## src/mfvn_pkg.sv

```systemverilog
// Shared types, widths, codes and helper functions for the mesh normal unit.
// Used by every module of the block; depends on nothing.
`timescale 1ns / 1ps
package mfvn_pkg;

	localparam int unsigned VtxDepth  = 1024;
	localparam int unsigned VtxAw     = 10;
	localparam int unsigned FaceDepth = 2048;
	localparam int unsigned FaceAw    = 11;
	localparam int unsigned PosW      = 24;
	localparam int unsigned VtxW      = 3 * PosW;
	localparam int unsigned CrnW      = 10;
	localparam int unsigned FaceW     = 3 * CrnW;
	localparam int unsigned NrmW      = 16;
	localparam int unsigned NrmRowW   = 3 * NrmW;
	localparam int unsigned CntW      = 12;
	localparam int unsigned SumW      = 27;
	localparam int unsigned DiffW     = 25;
	localparam int unsigned ProdW     = 50;
	localparam int unsigned CrsW      = 51;
	localparam int unsigned SqW       = 104;
	localparam int unsigned RootW     = 52;
	localparam int unsigned RemW      = 56;
	localparam int unsigned DivW      = 54;
	localparam int unsigned QuoW      = 15;
	localparam int unsigned StepW     = 6;
	localparam int unsigned InDataW   = 120;
	localparam int unsigned OutDataW  = 64;

	typedef enum logic [1:0] {
		FN_VTX   = 2'd0,
		FN_FACE  = 2'd1,
		FN_QUERY = 2'd2,
		FN_NONE  = 2'd3
	} func_t;

	localparam logic [1:0] STS_OK      = 2'd0;
	localparam logic [1:0] STS_ZERO    = 2'd1;
	localparam logic [1:0] STS_NOMATCH = 2'd2;

	typedef enum logic [1:0] {
		VA_CORNER = 2'd0,
		VA_QUERY  = 2'd1,
		VA_SCAN   = 2'd2
	} vsel_t;

	typedef logic signed [CrsW-1:0] crs_t;
	typedef logic signed [NrmW-1:0] nrm_t;

	typedef struct packed {
		logic  wr_vertex;
		logic  wr_face;
		vsel_t vsel;
		logic  q_load;
		logic  scan_init;
		logic  scan_run;
		logic  set_nomatch;
		logic  norm_start;
		logic  norm_fin;
		logic  load_out;
	} cmd_t;

	typedef struct packed {
		logic slot_oor;
		logic scan_done;
		logic no_match;
		logic norm_done;
		logic out_busy;
	} sts_t;

	function automatic logic [CrsW-1:0] mag(input crs_t v);
		logic [CrsW-1:0] u;
		u = v;
		return u[CrsW-1] ? (~u + 1'b1) : u;
	endfunction

endpackage

```

## src/mfvn_ctrl.sv

```systemverilog
// Controller state machine that sequences vertex writes, face writes and
// vertex normal queries through the datapath. Depends on mfvn_pkg.
`timescale 1ns / 1ps
module mfvn_ctrl (
	input  logic            clk,
	input  logic            arst_n,
	input  logic            in_valid,
	input  logic [1:0]      in_user,
	output logic            in_ready,
	output mfvn_pkg::cmd_t  cmd,
	input  mfvn_pkg::sts_t  sts
);

	typedef enum logic [12:0] {
		C_IDLE   = 13'b0000000000001,
		C_VWR    = 13'b0000000000010,
		C_FRD    = 13'b0000000000100,
		C_FSUB   = 13'b0000000001000,
		C_FMUL   = 13'b0000000010000,
		C_FCRS   = 13'b0000000100000,
		C_QRD    = 13'b0000001000000,
		C_QLD    = 13'b0000010000000,
		C_SCAN   = 13'b0000100000000,
		C_QEND   = 13'b0001000000000,
		C_NSTART = 13'b0010000000000,
		C_NWAIT  = 13'b0100000000000,
		C_DONE   = 13'b1000000000000
	} cst_t;

	cst_t st_q;
	cst_t st_nx;

	always_comb begin
		st_nx    = st_q;
		cmd      = '0;
		cmd.vsel = mfvn_pkg::VA_CORNER;
		unique case (st_q)
			C_IDLE: begin
				if (in_valid) begin
					unique case (mfvn_pkg::func_t'(in_user))
						mfvn_pkg::FN_VTX:   st_nx = C_VWR;
						mfvn_pkg::FN_FACE:  st_nx = C_FRD;
						mfvn_pkg::FN_QUERY: st_nx = C_QRD;
						mfvn_pkg::FN_NONE:  st_nx = C_DONE;
					endcase
				end
			end
			C_VWR: begin
				cmd.wr_vertex = 1'b1;
				st_nx = C_DONE;
			end
			C_FRD: begin
				cmd.wr_face = 1'b1;
				st_nx = C_FSUB;
			end
			C_FSUB: st_nx = C_FMUL;
			C_FMUL: st_nx = C_FCRS;
			C_FCRS: st_nx = C_NSTART;
			C_QRD: begin
				cmd.vsel = mfvn_pkg::VA_QUERY;
				if (sts.slot_oor) begin
					cmd.set_nomatch = 1'b1;
					st_nx = C_DONE;
				end else begin
					st_nx = C_QLD;
				end
			end
			C_QLD: begin
				cmd.q_load    = 1'b1;
				cmd.scan_init = 1'b1;
				st_nx = C_SCAN;
			end
			C_SCAN: begin
				cmd.scan_run = 1'b1;
				cmd.vsel     = mfvn_pkg::VA_SCAN;
				if (sts.scan_done) begin
					st_nx = C_QEND;
				end
			end
			C_QEND: begin
				if (sts.no_match) begin
					cmd.set_nomatch = 1'b1;
					st_nx = C_DONE;
				end else begin
					st_nx = C_NSTART;
				end
			end
			C_NSTART: begin
				cmd.norm_start = 1'b1;
				st_nx = C_NWAIT;
			end
			C_NWAIT: begin
				if (sts.norm_done) begin
					cmd.norm_fin = 1'b1;
					st_nx = C_DONE;
				end
			end
			C_DONE: begin
				if (!sts.out_busy) begin
					cmd.load_out = 1'b1;
					st_nx = C_IDLE;
				end
			end
			default: st_nx = C_IDLE;
		endcase
	end

	always_ff @(posedge clk or negedge arst_n) begin
		if (!arst_n) begin
			st_q <= C_IDLE;
		end else begin
			st_q <= st_nx;
		end
	end

	assign in_ready = (st_q == C_IDLE);

endmodule
```

## config.mk

```make
export PLATFORM = sky130hd
export DESIGN_NAME = mfvn_ctrl
export DESIGN_NICKNAME = d
export VERILOG_FILES = /design/src/mfvn_pkg.sv /design/src/mfvn_ctrl.sv
export SDC_FILE = /design/constraint.sdc
export NUM_CORES = 1
export LEC_CHECK = 0
export BUFFER_PORTS_ARGS = -buffer_cell sky130_fd_sc_hd__buf_2
export CAP_MARGIN = 20
export CORE_ASPECT_RATIO = 0.8
export CORE_MARGIN = 4
export CORE_UTILIZATION = 30
export DETAILED_ROUTE_END_ITERATION = 6
export PLACE_DENSITY = 0.62
export SETUP_SLACK_MARGIN = 0.15
export SYNTH_ARGS = -nofsm -noshare
export SYNTH_HDL_FRONTEND = slang
export SYNTH_SLANG_ARGS = --single-unit
```

## constraint.sdc

```tcl
create_clock -name clk -period 1.91 [get_ports clk]
set_input_delay 0.2865 -clock clk [delete_from_list [all_inputs] [get_ports clk]]
set_output_delay 0.2865 -clock clk [all_outputs]
set_load 0.005 [all_outputs]
```

==> results.json, run 1 <==
{
  "cts_max_level": 1,
  "vias_per_cell": 5.42,
  "grt_pass1_wl_um": 5100,
  "power.density_nw_per_um2": 1350,
  "netlist-cell-type-count": 37,
  "setup_viol": 20,
  "peakVddDrop_v": 0.000816,
  "finalWeightedCongestion": 0.873,
  "hp-class": "in2reg",
  "start_util_pct": 31.9,
  "slew_viol_final": 0,
  "yosys.area.top_type_share_pct": 33.2,
  "largest_register_ffs": 13,
  "fp-row-count": 17,
  "setup_ws_ns": -0.313,
  "synthFlopType": "dfrtp_1",
  "die_x_um": 69.4,
  "grt_max_degree": 14,
  "routedWlPerCell_um": 16.3,
  "period_needed_ns": 2.22,
  "fin_crit_sh_pct": 116,
  "clk_latency_ns": 0.25,
  "die_h_um": 57.1,
  "drt-pass1-iter-count": 4,
  "cts_buffer_depth": 2,
  "grt_overflow": 0,
  "synth_seq_area_share_pct": 36.1,
  "area_delta_synth_final_pct": 71.6,
  "grt_pass1_vias": 1054,
  "path_class": "reg2out",
  "antenna_found_initial": 0,
  "async_reset_ff_share_pct": 100,
  "syn_nets": 108,
  "leakagePower_nw": 0.738,
  "finalInstanceArea_um2": 1550,
  "first_iter_violations": 64,
  "ys_warn_count": 0,
  "core_region_area_um2": 2830,
  "hold_viol": 0,
  "crit_required_ns": 1.62,
  "regMostFlops": "st_q",
  "syn_avg_cell_area_um2": 9.22,
  "startpoint_type": "flip-flop",
  "dpl_cell_area_um2": 1210,
  "relSlewSlack_pct": 79.0,
  "achievable-frequency_mhz": 450,
  "port_buffers": 21,
  "synthTopCellsByCount": "dfrtp_1 (12), nor3_1 (10), nor2_1 (8)",
  "violations": "setup timing",
  "tightest_slew_ns": 0.315,
  "end_kind": "primary output",
  "numCtsBuffers": 3,
  "dpl.hpwl_um": 2170,
  "ys_top_cells_by_area": "dfrtp_1 (33%), nor3_1 (5.5%), nor3b_1 (5.0%)",
  "netlist_area_um2": 903,
  "utilization_pct": 54.8,
  "synth_edf_count": 0,
  "synth.largest_area_cell": "dfrtp_1",
  "synthCells": 98,
  "diodes": 0,
  "dieArea_um2": 3960,
  "top_regs": "st_q (13)",
  "rsz0062_at_grt": "yes",
  "ys_seq_elements": 13,
  "drt_wl_total_um": 3220,
  "cp_max_fo": 3,
  "post-route-drc-count": 0,
  "ios": 22,
  "outcome": "complete, but fails checks",
  "clk_pin_slew_ns": 0.06,
  "grtUsageTotal_pct": 16.2,
  "max_cap_viol_count": 0,
  "yosysMostFrequentCell": "dfrtp_1",
  "rrSetupSlack_ns": -0.19,
  "cp_data_arrival_time_ns": 1.94,
  "cts-root-buf": "clkbuf_8",
  "clkSinkCount": 13,
  "vias": 1068,
  "cts_tree": "done",
  "fin_worst_skew_ns": 0.00209,
  "nets": 170,
  "drive_gt1_share_pct": 62.3,
  "ant_nets": 0
}
## cell families after synthesis
logic type      synth area share, %
xor+xnor                       3.88
simple gates                   47.0
flops                          36.2
compound gates                 6.23
buf+inv                        6.79
## area by class of cell
type                            instances  area [um2]
Tap cell                               38        47.5
Sequential cell                        13         327
Clock buffer                            4        45.0
Inverter                                3        11.3
Multi-Input combinational cell         76         664
Timing Repair Buffer                   63         455
Fill cell                             267        1280
## placed cells by master, fill, tap and decap left out, types with 4 or more instances in the layout
cell / Yosys / final
buf_6: 2 / 8
nand2_1: 7 / 6
nor2_4: 1 / 4
dfrtp_1: 12 / 12
nor3_1: 10 / 6
nor2_1: 8 / 5
nand4_1: 5 / 5
buf_4: 3 / 34
buf_2: 1 / 20
## layer usage
| layer | up-vias | part of all wire, % | track usage (%) |
|---|---|---|---|
| met5 | - | 0 | 0 |
| met4 | 0 | 3.0 | 6.96 |
| met3 | 13 | 7.1 | 5.11 |
| met2 | 44 | 50 | 26.2 |
| met1 | 521 | 40 | 19.9 |
| li1 | 490 | - | - |
## repair_timing
item,in CTS,in global routing
pin swaps,5,9
hold buffers,1,0
setup buffers,5,12
resized for setup,21,12
endpoints found under the hold margin,12,0
cloned,0,0
endpoints found under the setup margin,21,21
## through the flow
stage          hold WS (ns)  total power, mW  setup slack (ns)  setup TNS [ns]  cells
3_5_place_dp          0.203             1.29           -0.0729          -0.183    175
2_1_floorplan      -0.00909            0.933            0.0314               0     98
4_1_cts               0.207             1.80            -0.324           -2.30    185
5_1_grt               0.216             2.22            -0.402           -4.92    197
6_report              0.209             2.10            -0.313           -3.27    197
3_3_place_gp          0.195             1.27           -0.0534          -0.144    175
## power by group
| group | total (mW) | switching (mW) | internal [mW] |
|---|---|---|---|
| combinational | 1.47 | 0.662 | 0.805 |
| sequential | 0.376 | 0.0467 | 0.329 |
| clock | 0.253 | 0.105 | 0.148 |
| total | 2.10 | 0.814 | 1.28 |
## worst paths after layout
kind / startpoint / end / cells past startpoint
min: sts[4] / st_q[7]$_DFFE_PN0P_ / 2
min reg2reg: st_q[3]$_DFFE_PN0P_ / st_q[3]$_DFFE_PN0P_ / 2
min in group asynchronous: arst_n / st_q[10]$_DFFE_PN0P_ / 2
max reg2reg: st_q[5]$_DFFE_PN0P_ / st_q[0]$_DFFE_PN1P_ / 7
max: st_q[5]$_DFFE_PN0P_ / cmd[0] / 7
max in group asynchronous: arst_n / st_q[0]$_DFFE_PN1P_ / 2
## worst max-delay path, stage by stage, from the launching register on
cell	delay (ns)
dfrtp_1	0.39
or4_4	0.57
buf_4	0.16
buf_6	0.11
buf_6	0.11
nor2_4	0.09
and3_1	0.15
buf_2	0.11
(Power assumes the default switching activity.)
==> run 2, diff against run 1 <==
Settings changed: PLACE_DENSITY 0.62 to 0.48.
==> run 2 against run 1 <==
Effect of this change:
- the flow still finishes with violations (setup timing)
- clock skew barely moved
- largest cell class unchanged
- first-iteration DRC count fell by 41%
- flip-flop and latch count did not move
- sequential share of layout area rose by 0.73 points
- register-to-register slack barely moved
- largest power group unchanged
- power fell by 5.9%
- non-clock buffer count fell by 7
- critical path type unchanged
- wire length fell by 8.8%
- maximum frequency rose by 0.64%
- hold slack improved by 0.010 ns
==> results.json, run 2 (synthesized netlist as in run 1, its figures left out) <==
{
  "grt_util_met3_pct": 3.87,
  "start_util_pct": 31.9,
  "area_delta_synth_final_pct": 66.5,
  "crit_required_ns": 1.62,
  "power.density_nw_per_um2": 1310,
  "peakVddDrop_v": 0.000690,
  "achievable-frequency_mhz": 453,
  "clk_pin_slew_ns": 0.06,
  "dp_cells": 175,
  "diodes": 0,
  "core_region_area_um2": 2830,
  "setup_ws_ns": -0.299,
  "cp_data_arrival_time_ns": 1.92,
  "vias_per_cell": 5.24,
  "holdWs_ns": 0.219,
  "regMostFlops": "st_q",
  "tightest_slew_ns": 0.468,
  "gr-usage-met1_pct": 19.1,
  "dpl.hpwl_um": 2070,
  "outcome": "complete, but fails checks",
  "top_regs": "st_q (13)",
  "port_buffers": 21,
  "ant_nets": 0,
  "fin_crit_sh_pct": 116,
  "period_needed_ns": 2.21,
  "drt-pass1-iter-count": 4,
  "routedWlPerCell_um": 15.4,
  "clkSinkCount": 13,
  "dieArea_um2": 3960,
  "grt_max_degree": 14,
  "final_common_cell": "buf_4",
  "die_x_um": 69.4,
  "post-route-drc-count": 0,
  "final_cell_mix": "buf_4 (27), buf_2 (17), dfrtp_1 (11)",
  "slew_viol_final": 0,
  "first_iter_violations": 38,
  "cts-root-buf": "clkbuf_8",
  "die_h_um": 57.1,
  "cp_max_fo": 3,
  "grtUsageTotal_pct": 14.4,
  "grt_pass1_wl_um": 4600,
  "max_cap_viol_count": 0,
  "largest_register_ffs": 13,
  "vias": 996,
  "final_cells": 190,
  "ios": 22,
  "cts_tree": "done",
  "clk_latency_ns": 0.24,
  "end_kind": "primary output",
  "cts_max_level": 1,
  "rsz0062_at_grt": "yes",
  "grt_pass1_vias": 955,
  "nets": 163,
  "antenna_found_initial": 0,
  "finalWeightedCongestion": 0.839,
  "top_usage_layer": "met2",
  "hp-class": "in2reg",
  "leakagePower_nw": 0.702,
  "setup_viol": 18,
  "violations": "setup timing",
  "startpoint_type": "flip-flop",
  "fin_worst_skew_ns": 0.00250,
  "cts_buffer_depth": 2,
  "path_class": "reg2out",
  "drt_wl_total_um": 2930,
  "hold_viol": 0,
  "relSlewSlack_pct": 68.5,
  "drive_gt1_share_pct": 58.6,
  "grt_overflow": 0,
  "fp-row-count": 17,
  "fillers": 262,
  "numCtsBuffers": 3,
  "grt_use_met2_pct": 23.9
}
## run 2: changes by cell type in the layout (fill, tap and decap cells not counted), sizes merged
| cell | before | now |
|---|---|---|
| buf | 62 | 55 |
## run 2: per-layer routing
| layer | vias up | routed length [um] |
|---|---|---|
| met5 | - | 0 |
| met3 | 2 | 172 |
| met2 | 23 | 1480 |
| li1 | 475 | - |
| met1 | 496 | 1260 |
| met4 | 0 | 22 |
## run 2: final timing paths
path | startpoint | cells past startpoint | to | slack [ns]
max reg2reg | st_q[5]$_DFFE_PN0P_ | 7 | st_q[0]$_DFFE_PN1P_ | -0.19
max in group asynchronous | arst_n | 2 | st_q[0]$_DFFE_PN1P_ | 1.16
max | st_q[5]$_DFFE_PN0P_ | 4 | cmd[9] | -0.30
min | sts[4] | 2 | st_q[7]$_DFFE_PN0P_ | 0.22
min in group asynchronous | arst_n | 2 | st_q[9]$_DFFE_PN0P_ | 0.47
min reg2reg | st_q[2]$_DFFE_PN0P_ | 2 | st_q[4]$_DFFE_PN0P_ | 0.59
## run 2: power breakdown
part / switching, mW / internal, mW / total [mW] / leakage (nW)
combinational: 0.619 / 0.724 / 1.34 / 0.504
sequential: 0.0441 / 0.329 / 0.373 / 0.175
clock: 0.109 / 0.148 / 0.257 / 0.0228
total: 0.773 / 1.20 / 1.97 / 0.702
## run 2: critical path: stages (launching register included)
cell,delay (ns)
dfrtp_1,0.40
or4_4,0.55
or4_4,0.44
nor3b_2,0.15
buf_2,0.13
## run 2: metrics by stage
stage / utilization, % / setup TNS [ns] / setup WS, ns / area [um2] / power (mW)
final: 53.2 / -2.91 / -0.299 / 1500 / 1.97
after global placement: 42.8 / -0.110 / -0.0398 / 1210 / 1.30
after CTS: 50.4 / -2.80 / -0.294 / 1430 / 1.85
after floorplan: - / 0 / 0.0314 / 927 / 0.933
after global routing: 53.2 / -4.75 / -0.376 / 1500 / 2.12
after detailed placement: 42.8 / -0.394 / -0.0815 / 1210 / 1.29
## run 2: final cells by class
cell class              instances  area [um2]  area share, %
clock buffers                   4        45.0           3.00
flip-flops and latches         13         328           21.8
inverters                       3        11.3          0.749
well taps                      38        47.5           3.16
multi-input cells              76         642           42.7
repair buffers                 56         430           28.6
## run 2: what timing repair did
action | 4_1_cts | 5_1_grt
setup endpoints to repair | 22 | 23
gates resized for setup | 20 | 11
buffers inserted | 8 | 2
pin swaps | 4 | 7
hold buffers | 1 | 0
hold endpoints to repair | 12 | 0
